===== src/hdl/rzph_pkg.sv =====
`timescale 1ns / 1ps

package rzph_pkg;

  localparam int MAX_BANDS  = 16;
  localparam int COORD_BITS = 11;
  localparam int COUNT_BITS = 22;

  localparam int BAND_IDX_BITS = (MAX_BANDS > 1) ? $clog2(MAX_BANDS) : 1;
  localparam int BAND_CNT_BITS = 5;
  localparam int HOVER_BITS    = 5;
  localparam int BAL_BITS      = 24;
  localparam int PIX_BITS      = 8;
  localparam int LIM_BITS      = COORD_BITS + BAND_IDX_BITS + 1;

  localparam int APB_ADDR_BITS = 4;
  localparam int APB_DATA_BITS = 32;

  localparam logic [1:0] REG_BAND_COUNT  = 2'd0;
  localparam logic [1:0] REG_BAND_WIDTH  = 2'd1;
  localparam logic [1:0] REG_BOTTOM_ROW  = 2'd2;

  localparam logic [BAND_CNT_BITS-1:0] RST_BAND_COUNT = 5'd4;
  localparam logic [COORD_BITS-1:0]    RST_BAND_WIDTH = COORD_BITS'(320);
  localparam logic [COORD_BITS-1:0]    RST_BOTTOM_ROW = COORD_BITS'(540);

  localparam logic [PIX_BITS-1:0] LOW_HUE_MAX  = 8'd5;
  localparam logic [PIX_BITS-1:0] LOW_SV_MIN   = 8'd140;
  localparam logic [PIX_BITS-1:0] HIGH_HUE_MIN = 8'd160;
  localparam logic [PIX_BITS-1:0] HIGH_HUE_MAX = 8'd180;
  localparam logic [PIX_BITS-1:0] HIGH_SV_MIN  = 8'd120;

  typedef struct packed {
    logic [BAND_CNT_BITS-1:0] band_count;
    logic [COORD_BITS-1:0]    band_width;
    logic [COORD_BITS-1:0]    bottom_start_row;
  } cfg_t;

  typedef struct packed {
    logic                     hold;
    logic                     scan_init;
    logic                     scan_step;
    logic                     finish;
    logic [BAND_IDX_BITS-1:0] idx;
  } ctrl_cmd_t;

  typedef struct packed {
    logic frame_done;
    logic scan_last;
    logic out_free;
  } dp_status_t;

endpackage


===== src/hdl/rzph_band_locate.sv =====
`timescale 1ns / 1ps

module rzph_band_locate (
  input  logic [rzph_pkg::COORD_BITS-1:0]    column,
  input  logic [rzph_pkg::COORD_BITS-1:0]    band_width,
  input  logic [rzph_pkg::BAND_IDX_BITS-1:0] last_band,
  output logic [rzph_pkg::MAX_BANDS-1:0]     band_sel
);
  import rzph_pkg::*;

  logic [MAX_BANDS-1:0] hit;
  logic [LIM_BITS-1:0]  col_ext;
  logic [LIM_BITS-1:0]  width_ext;

  assign col_ext   = LIM_BITS'(column);
  assign width_ext = LIM_BITS'(band_width);

  for (genvar i = 0; i < MAX_BANDS; i++) begin : g_band
    localparam logic [LIM_BITS-1:0] LO_MUL = LIM_BITS'(i);
    localparam logic [LIM_BITS-1:0] HI_MUL = LIM_BITS'(i + 1);
    localparam logic [BAND_IDX_BITS-1:0] IDX = BAND_IDX_BITS'(i);
    logic [LIM_BITS-1:0] lo;
    logic [LIM_BITS-1:0] hi;
    assign lo = width_ext * LO_MUL;
    assign hi = width_ext * HI_MUL;
    assign hit[i] = (col_ext >= lo) && (col_ext <= hi) && (IDX <= last_band);
  end

  // lowest matching band, band 0 when nothing matches
  assign band_sel = (hit == '0) ? MAX_BANDS'(1) : (hit & (~hit + MAX_BANDS'(1)));

endmodule


===== src/hdl/rzph_cfg_regs.sv =====
`timescale 1ns / 1ps

module rzph_cfg_regs (
  input  logic                              clk,
  input  logic                              rst,
  input  logic                              psel,
  input  logic                              penable,
  input  logic                              pwrite,
  input  logic [rzph_pkg::APB_ADDR_BITS-1:0] paddr,
  input  logic [rzph_pkg::APB_DATA_BITS-1:0] pwdata,
  output logic [rzph_pkg::APB_DATA_BITS-1:0] prdata,
  output logic                              pready,
  output rzph_pkg::cfg_t                    cfg
);
  import rzph_pkg::*;

  logic [1:0] reg_idx;
  logic       wr_en;

  assign reg_idx = paddr[3:2];
  assign wr_en   = psel && penable && pwrite;
  assign pready  = 1'b1;

  always_ff @(posedge clk) begin
    if (rst) begin
      cfg.band_count       <= RST_BAND_COUNT;
      cfg.band_width       <= RST_BAND_WIDTH;
      cfg.bottom_start_row <= RST_BOTTOM_ROW;
    end else if (wr_en) begin
      unique case (reg_idx)
        REG_BAND_COUNT: cfg.band_count       <= pwdata[BAND_CNT_BITS-1:0];
        REG_BAND_WIDTH: cfg.band_width       <= pwdata[COORD_BITS-1:0];
        REG_BOTTOM_ROW: cfg.bottom_start_row <= pwdata[COORD_BITS-1:0];
        default: ;
      endcase
    end
  end

  always_comb begin
    unique case (reg_idx)
      REG_BAND_COUNT: prdata = APB_DATA_BITS'(cfg.band_count);
      REG_BAND_WIDTH: prdata = APB_DATA_BITS'(cfg.band_width);
      REG_BOTTOM_ROW: prdata = APB_DATA_BITS'(cfg.bottom_start_row);
      default:        prdata = '0;
    endcase
  end

endmodule


===== src/hdl/rzph_datapath.sv =====
`timescale 1ns / 1ps

module rzph_datapath (
  input  logic                             clk,
  input  logic                             rst,
  input  rzph_pkg::cfg_t                   cfg,
  input  rzph_pkg::ctrl_cmd_t              cmd,
  output rzph_pkg::dp_status_t             status,
  input  logic                             pixel_valid,
  input  logic [rzph_pkg::PIX_BITS-1:0]    hue,
  input  logic [rzph_pkg::PIX_BITS-1:0]    saturation,
  input  logic [rzph_pkg::PIX_BITS-1:0]    brightness,
  input  logic [rzph_pkg::COORD_BITS-1:0]  column,
  input  logic [rzph_pkg::COORD_BITS-1:0]  row,
  input  logic                             frame_end,
  output logic                             result_valid,
  input  logic                             result_stall,
  output logic [rzph_pkg::HOVER_BITS-1:0]  hovered_band,
  output logic                             upper_majority
);
  import rzph_pkg::*;

  localparam logic signed [BAL_BITS-1:0] BAL_MAX = {1'b0, {(BAL_BITS-1){1'b1}}};
  localparam logic signed [BAL_BITS-1:0] BAL_MIN = {1'b1, {(BAL_BITS-1){1'b0}}};

  logic [BAND_IDX_BITS-1:0] last_band;
  logic [MAX_BANDS-1:0]     band_sel;
  logic                     accept;
  logic                     red;

  logic                     s1_valid;
  logic                     s1_red;
  logic                     s1_last;
  logic                     s1_lower;
  logic [MAX_BANDS-1:0]     s1_band;

  logic [COUNT_BITS-1:0]    counts [MAX_BANDS];
  logic signed [BAL_BITS-1:0] balance;
  logic [BAND_IDX_BITS-1:0] best_idx;
  logic [COUNT_BITS-1:0]    best_val;
  logic [COUNT_BITS-1:0]    scan_val;

  always_comb begin
    if (cfg.band_count == '0) begin
      last_band = '0;
    end else if (32'(cfg.band_count) > MAX_BANDS) begin
      last_band = BAND_IDX_BITS'(MAX_BANDS - 1);
    end else begin
      last_band = BAND_IDX_BITS'(cfg.band_count - 1'b1);
    end
  end

  rzph_band_locate u_locate (
    .column     (column),
    .band_width (cfg.band_width),
    .last_band  (last_band),
    .band_sel   (band_sel)
  );

  assign red = ((hue <= LOW_HUE_MAX) && (saturation >= LOW_SV_MIN) &&
                (brightness >= LOW_SV_MIN)) ||
               ((hue >= HIGH_HUE_MIN) && (hue <= HIGH_HUE_MAX) &&
                (saturation >= HIGH_SV_MIN) && (brightness >= HIGH_SV_MIN));

  assign accept = pixel_valid && !cmd.hold;

  always_ff @(posedge clk) begin
    if (rst) begin
      s1_valid <= 1'b0;
    end else begin
      s1_valid <= accept;
    end
  end

  always_ff @(posedge clk) begin
    if (accept) begin
      s1_red   <= red;
      s1_last  <= frame_end;
      s1_lower <= row >= cfg.bottom_start_row;
      s1_band  <= band_sel;
    end
  end

  always_ff @(posedge clk) begin
    for (int i = 0; i < MAX_BANDS; i++) begin
      if (rst || cmd.finish) begin
        counts[i] <= '0;
      end else if (s1_valid && s1_red && s1_band[i] && (counts[i] != '1)) begin
        counts[i] <= counts[i] + 1'b1;
      end
    end
  end

  always_ff @(posedge clk) begin
    if (rst || cmd.finish) begin
      balance <= '0;
    end else if (s1_valid && s1_red) begin
      if (s1_lower) begin
        if (balance != BAL_MIN) balance <= balance - 1'b1;
      end else begin
        if (balance != BAL_MAX) balance <= balance + 1'b1;
      end
    end
  end

  assign scan_val = counts[cmd.idx];

  always_ff @(posedge clk) begin
    if (cmd.scan_init) begin
      best_idx <= '0;
      best_val <= '0;
    end else if (cmd.scan_step && (scan_val > best_val)) begin
      best_idx <= cmd.idx;
      best_val <= scan_val;
    end
  end

  always_ff @(posedge clk) begin
    if (rst) begin
      result_valid <= 1'b0;
    end else if (cmd.finish) begin
      result_valid <= 1'b1;
    end else if (!result_stall) begin
      result_valid <= 1'b0;
    end
  end

  always_ff @(posedge clk) begin
    if (cmd.finish) begin
      hovered_band   <= HOVER_BITS'({1'b0, best_idx} + 1'b1);
      upper_majority <= balance > 0;
    end
  end

  assign status.frame_done = s1_valid && s1_last;
  assign status.scan_last  = cmd.idx == last_band;
  assign status.out_free   = !result_valid || !result_stall;

endmodule


===== src/hdl/rzph_ctrl.sv =====
`timescale 1ns / 1ps

module rzph_ctrl (
  input  logic                 clk,
  input  logic                 rst,
  input  rzph_pkg::dp_status_t status,
  output rzph_pkg::ctrl_cmd_t  cmd
);
  import rzph_pkg::*;

  localparam logic [1:0] ST_RUN    = 2'd0;
  localparam logic [1:0] ST_SCAN   = 2'd1;
  localparam logic [1:0] ST_FINISH = 2'd2;

  logic [1:0]               state;
  logic [1:0]               state_next;
  logic [BAND_IDX_BITS-1:0] idx;
  logic [BAND_IDX_BITS-1:0] idx_next;

  always_ff @(posedge clk) begin
    if (rst) begin
      state <= ST_RUN;
      idx   <= '0;
    end else begin
      state <= state_next;
      idx   <= idx_next;
    end
  end

  always_comb begin
    state_next    = state;
    idx_next      = idx;
    cmd.hold      = 1'b1;
    cmd.scan_init = 1'b0;
    cmd.scan_step = 1'b0;
    cmd.finish    = 1'b0;
    cmd.idx       = idx;
    unique case (state)
      ST_RUN: begin
        // last pixel of the frame is being counted this cycle
        cmd.hold = status.frame_done;
        if (status.frame_done) begin
          cmd.scan_init = 1'b1;
          idx_next      = '0;
          state_next    = ST_SCAN;
        end
      end
      ST_SCAN: begin
        cmd.scan_step = 1'b1;
        if (status.scan_last) begin
          state_next = ST_FINISH;
        end else begin
          idx_next = idx + 1'b1;
        end
      end
      ST_FINISH: begin
        if (status.out_free) begin
          cmd.finish = 1'b1;
          state_next = ST_RUN;
        end
      end
      default: begin
        state_next = ST_RUN;
      end
    endcase
  end

endmodule


===== src/hdl/red_zone_pixel_histogram.sv =====
`timescale 1ns / 1ps

// Channel   Handshake                    Payload
// pixel     pixel_valid / pixel_stall    hue, saturation, brightness, column, row, frame_end
// result    result_valid / result_stall  hovered_band, upper_majority
// config    APB write/read               band_count @0x0, band_width @0x4, bottom_start_row @0x8
//
// One pixel transfer per cycle while the frame runs; each pixel is classified in
// a register stage, and a red pixel is counted into its band counter on the next cycle.
// After the frame_end pixel, input stalls while that pixel is counted, the band counters
// in use are scanned one per cycle, and the result is loaded; the result register waits
// until no result is pending (result_valid or result_stall low), and input stays stalled until then.
// Synchronous reset clears counters, balance and control and loads config reset values.

module red_zone_pixel_histogram (
  input  logic                              clk,
  input  logic                              rst,
  input  logic                              psel,
  input  logic                              penable,
  input  logic                              pwrite,
  input  logic [rzph_pkg::APB_ADDR_BITS-1:0] paddr,
  input  logic [rzph_pkg::APB_DATA_BITS-1:0] pwdata,
  output logic [rzph_pkg::APB_DATA_BITS-1:0] prdata,
  output logic                              pready,
  input  logic                              pixel_valid,
  output logic                              pixel_stall,
  input  logic [rzph_pkg::PIX_BITS-1:0]     hue,
  input  logic [rzph_pkg::PIX_BITS-1:0]     saturation,
  input  logic [rzph_pkg::PIX_BITS-1:0]     brightness,
  input  logic [rzph_pkg::COORD_BITS-1:0]   column,
  input  logic [rzph_pkg::COORD_BITS-1:0]   row,
  input  logic                              frame_end,
  output logic                              result_valid,
  input  logic                              result_stall,
  output logic [rzph_pkg::HOVER_BITS-1:0]   hovered_band,
  output logic                              upper_majority
);
  import rzph_pkg::*;

  cfg_t       cfg;
  ctrl_cmd_t  cmd;
  dp_status_t status;

  rzph_cfg_regs u_cfg (
    .clk     (clk),
    .rst     (rst),
    .psel    (psel),
    .penable (penable),
    .pwrite  (pwrite),
    .paddr   (paddr),
    .pwdata  (pwdata),
    .prdata  (prdata),
    .pready  (pready),
    .cfg     (cfg)
  );

  rzph_ctrl u_ctrl (
    .clk    (clk),
    .rst    (rst),
    .status (status),
    .cmd    (cmd)
  );

  rzph_datapath u_dp (
    .clk            (clk),
    .rst            (rst),
    .cfg            (cfg),
    .cmd            (cmd),
    .status         (status),
    .pixel_valid    (pixel_valid),
    .hue            (hue),
    .saturation     (saturation),
    .brightness     (brightness),
    .column         (column),
    .row            (row),
    .frame_end      (frame_end),
    .result_valid   (result_valid),
    .result_stall   (result_stall),
    .hovered_band   (hovered_band),
    .upper_majority (upper_majority)
  );

  assign pixel_stall = rst || cmd.hold;

  a_stall_after_last: assert property (@(posedge clk) disable iff (rst)
    (pixel_valid && !pixel_stall && frame_end) |=> pixel_stall)
    else $error("pixel accepted right after frame end");

  a_result_after_scan: assert property (@(posedge clk) disable iff (rst)
    $rose(result_valid) |-> $past(pixel_stall))
    else $error("result appeared without an end-of-frame scan");

  a_cmd_exclusive: assert property (@(posedge clk) disable iff (rst)
    $onehot0({cmd.scan_init, cmd.scan_step, cmd.finish}))
    else $error("conflicting controller commands");

  a_no_overwrite: assert property (@(posedge clk) disable iff (rst)
    cmd.finish |-> (!result_valid || !result_stall))
    else $error("pending result overwritten");

endmodule


===== config.mk =====
export PLATFORM = sky130hd
export DESIGN_NAME = red_zone_pixel_histogram
export DESIGN_NICKNAME = d
export VERILOG_FILES = /design/src/hdl/rzph_pkg.sv /design/src/hdl/rzph_band_locate.sv /design/src/hdl/rzph_cfg_regs.sv /design/src/hdl/rzph_datapath.sv /design/src/hdl/rzph_ctrl.sv /design/src/hdl/red_zone_pixel_histogram.sv
export SDC_FILE = /design/constraint.sdc
export NUM_CORES = 1
export LEC_CHECK = 0
export BUFFER_PORTS_ARGS = -buffer_cell sky130_fd_sc_hd__clkbuf_2
export CORE_UTILIZATION = 60
export DETAILED_ROUTE_END_ITERATION = 16
export GPL_TIMING_DRIVEN = 0
export PLACE_DENSITY_LB_ADDON = 0.15
export SLEW_MARGIN = 25
export SYNTH_ARGS = -nofsm -noshare
export SYNTH_HDL_FRONTEND = slang
export SYNTH_SLANG_ARGS = --single-unit
export TNS_END_PERCENT = 100

===== constraint.sdc =====
create_clock -name clk -period 7.2 [get_ports clk]
set_input_delay 0.36 -clock clk [delete_from_list [all_inputs] [get_ports clk]]
set_output_delay 0.36 -clock clk [all_outputs]
set_load 0.005 [all_outputs]

==> metrics.csv <==
stage;metric;value;unit
clocking;cts_setup_buffers;0;
min_path;whs_path_depth;3;
timing;skew;13.07;ps
job;max-cap-violations;0;
drt;wl_met2;45200;um
timing;period_minus_slack;6680;ps
clocking;clock_path_buffers;3;
placed_design;place.gp.congestion;1.008;
setup_path;cpPeakStageDelay;820;ps
power_and_ir_drop;pwr-share-clk;0.391;
min_path;hold_path_startpoint;pwdata[4];
floorplanning;die-area;0.05992;mm2
setup_path;path_cells;clkbuf_1 -> clkbuf_1 -> buf_1 -> mux4_2 -> mux4_2 -> ha_1 -> a21o_1 -> a21o_1 -> a211oi_1 -> o221ai_1 -> a221oi_1 -> o21ai_0 -> nand3_1 -> clkbuf_1 -> buf_2 -> mux2i_1 -> nor2_1;
synthesis;synthXorXnorAreaFrac;0.09559;
timing;final_max_slew_viol_count;0;
clocking;cts_made_buffers;52;
power_and_ir_drop;netSwitchingFraction;0.2712;
layout;synthToLayoutAreaGrowth;9.025;%
drt;viasPerCell;6.339;
floorplanning;dieWidth;244.8;um
synthesis;synthAdderAreaFrac;0.1378;
setup_path;worst_ep_required_time;7670;ps
timing;hold_viol_final;0;
setup_path;crit_top_cell;clkbuf_1;
setup_path;arrival;7150;ps
setup_path;crit_slowest_cell;clkbuf_1;
power_and_ir_drop;leakage;14.71;nW
synthesis;synth_warnings;0;
layout;layout-drive-gt1-share;0.08948;
synthesis;netlist_top_cells_count;nor2_1 (575), edfxtp_1 (377), ha_1 (308), nand2_1 (256), xor2_1 (230);
clocking;cts_tree;yes;
drt;vias;28660;
placed_design;dp_hpwl;76100;um
layout;finalNonFillerCells;4521;
run_status;status;completed;
setup_path;path_delay_family;buffers and inverters;
timing;relSlewSlack;0.3068;
synthesis;syn_area_per_cell;9.957;um2
clocking;clkSinkCount;466;
setup_path;r2r_end;u_dp.best_val[7];
floorplanning;rows;88;
global_route;antenna_found_initial;4;
synthesis;synth_seq_cells;466;
floorplanning;core_area;0.05792;mm2
global_route;grt_usage;0.3309;
drt;wl_met3;8064;um
timing;tns;0;ps
drt;dr.first_iter.drc_count;2722;
min_path;holdPathEnd;u_cfg.cfg[15];
power_and_ir_drop;p_per_area;175.2;mW/mm2
setup_path;path_class;flip-flop to flip-flop;
drt;drt-met1-wl;41160;um
floorplanning;die_h;244.8;um
setup_path;critPathBufInv;5;
drt;routed_wirelength;98920;um
synthesis;ys_types;97;
placed_design;dpl_worst_slack;642.1;ps
synthesis;yosysTopAreaCellShare;0.3201;
synthesis;synth_top_flop_cell;edfxtp_1;
placed_design;io_buffer_count;79;
power_and_ir_drop;power.internal;4.923;mW
synthesis;postSynthCellCount;3552;
synthesis;synth_largest_area_cell;edfxtp_1;
drt;highest_layer;met5;
timing;grt_setup_unrepaired;false;
synthesis;yosysSeqAreaShare;0.3705;
global_route;grt_max_degree;26;
layout;n_fill_cell;4579;
layout;nets;4162;
setup_path;path_max_fanout;10;
global_route;grt.overflow.total;0;
synthesis;synth-edff-count;377;
global_route;grt_pass1_wl;154900;um
timing;fin_crit_sh;0.9278;
clocking;cts_root_buf;clkbuf_16;
floorplanning;start_util;0.6107;
clocking;clk_pin_slew;60;ps
setup_path;r2r_cells;17;
timing;worst_hold_slack;31.04;ps
floorplanning;io_pins;131;
clocking;clk_latency;610;ps
setup_path;start_kind;flip-flop;
synthesis;synth-simple-area-share;0.1941;
min_path;hold_class;primary input to flip-flop;
power_and_ir_drop;ir_drop;0.1883;mV
drt;first_pass_iters;6;
synthesis;syn_area;0.03537;mm2
timing;worst_slack;519.7;ps
power_and_ir_drop;p_seq_frac;0.475;
power_and_ir_drop;combPwrFrac;0.134;
synthesis;synthArstFlopShare;0;
power_and_ir_drop;power.switching;1.832;mW
timing;setup-violations-final;0;
setup_path;crit_path_end_kind;flip-flop;
drt;post-route-drc-count;0;
timing;max_freq;149.7;MHz
global_route;grt_pass1_vias;27920;
synthesis;synth_compound_gate_area_share;0.08614;
drt;wire_per_inst;21.88;um
synthesis;synth.area.mux_share;0.08335;
clocking;h-tree-depth;2;
setup_path;r2r_slack;520;ps
synthesis;synthTopCellsByArea;edfxtp_1 (32%), ha_1 (11%), mux4_2 (7.0%);
timing;tightest_slew;1038;ps
synthesis;synth_most_common_cell;nor2_1;
drt;postRouteAntennaNets;0;
synthesis;synth_top_family_by_area;simple AND/OR/NAND/NOR gates;
placed_design;dp.cells;4416;
[layout by cell type, fill, tap and decap left out, types with 50 or more instances in the layout]
cell and instances:
nor2_1 575, edfxtp_1 377, ha_1 308, nand2_1 255, xor2_1 230, nand3_1 179
inv_1 162, xnor2_1 156, a21oi_1 142, mux4_2 110, nand4_1 108, clkbuf_1 95
dfxtp_1 86, clkbuf_2 81, o21ai_0 76, and3_1 69, clkbuf_16 52, a21o_1 50
fa_1 50
[how the worst max path moves through the flow]
stage	startpoint	to	slack (ps)	cells past startpoint
final	flip-flop	u_dp.best_val[7]	520	17
after global routing	flip-flop	u_dp.best_val[17]	360	17
after CTS	flip-flop	u_dp.best_val[7]	600	17
after detailed placement	flip-flop	u_dp.best_val[8]	640	17
after global placement	flip-flop	u_dp.best_val[15]	750	17
after floorplan	u_cfg.cfg[15]	u_dp.s1_band[0]	2380	19
[kinds of logic after synthesis]
kind of cell    Yosys count
compound gates          458
xor+xnor                386
fa+ha+maj               360
buf+inv                 281
flops                   466
mux                     157
other cells               2
simple gates           1442
[power by group through the flow]
stage | Combinational, mW | Clock [mW] | Sequential, mW
6_report | 0.905 | 2.64 | 3.21
5_1_grt | 1.00 | 2.77 | 3.22
4_1_cts | 0.891 | 2.67 | 3.20
3_5_place_dp | 0.879 | 0 | 3.25
3_3_place_gp | 0.845 | 0 | 3.24
2_1_floorplan | 0.636 | 0 | 3.19
[per-layer routing]
| layer | global-route usage | vias to the layer above |
|---|---|---|
| li1 | - | 13240 |
| met1 | 0.4512 | 13940 |
| met2 | 0.5272 | 1255 |
| met3 | 0.04800 | 222 |
| met4 | 0.1423 | 4 |
| met5 | 0 | - |
[stage by stage]
step	cell area (um2)	power (mW)	util
after floorplan	35440	3.829	-
after global placement	36800	4.088	0.6353
after detailed placement	36800	4.133	0.6353
after CTS	38540	6.759	0.6654
after global routing	38560	6.985	0.6657
final	38560	6.755	0.6658
[final cells by class]
| class | count | area, um2 | share of cell area |
|---|---|---|---|
| antenna | 1 | 2.502 | 0.00006490 |
| buffer | 119 | 534.3 | 0.01386 |
| clock buffer | 65 | 1380 | 0.03579 |
| clock inverter | 30 | 279.0 | 0.007236 |
| inverter | 162 | 608.1 | 0.01577 |
| multi-input combinational | 2825 | 21210 | 0.5499 |
| sequential | 466 | 13110 | 0.3399 |
| tap | 765 | 957.2 | 0.02482 |
| timing repair buffer | 88 | 486.7 | 0.01262 |
[sequential cells by signal, indices dropped and copies added (netlist names), 2 cells and up, named ones only]
name and count:
u_ctrl.idx 4, u_dp.s1_band 16, u_dp.best_idx 4, u_dp.hovered_band 5, u_cfg.cfg 27, u_dp.counts 352, u_ctrl.state 2, u_dp.balance 24
u_dp.best_val 22
[worst min-delay path, cell delays in order]
cell and delay (ps):
clkbuf_2 120, nand2_1 60, a21oi_1 50
[repair_timing]
item                                   CTS  global route
endpoints found under the hold margin   10             0
resized for setup                        0             0
hold buffers                             8             0
setup endpoints to repair                0             0
(Power assumes the default switching activity.)
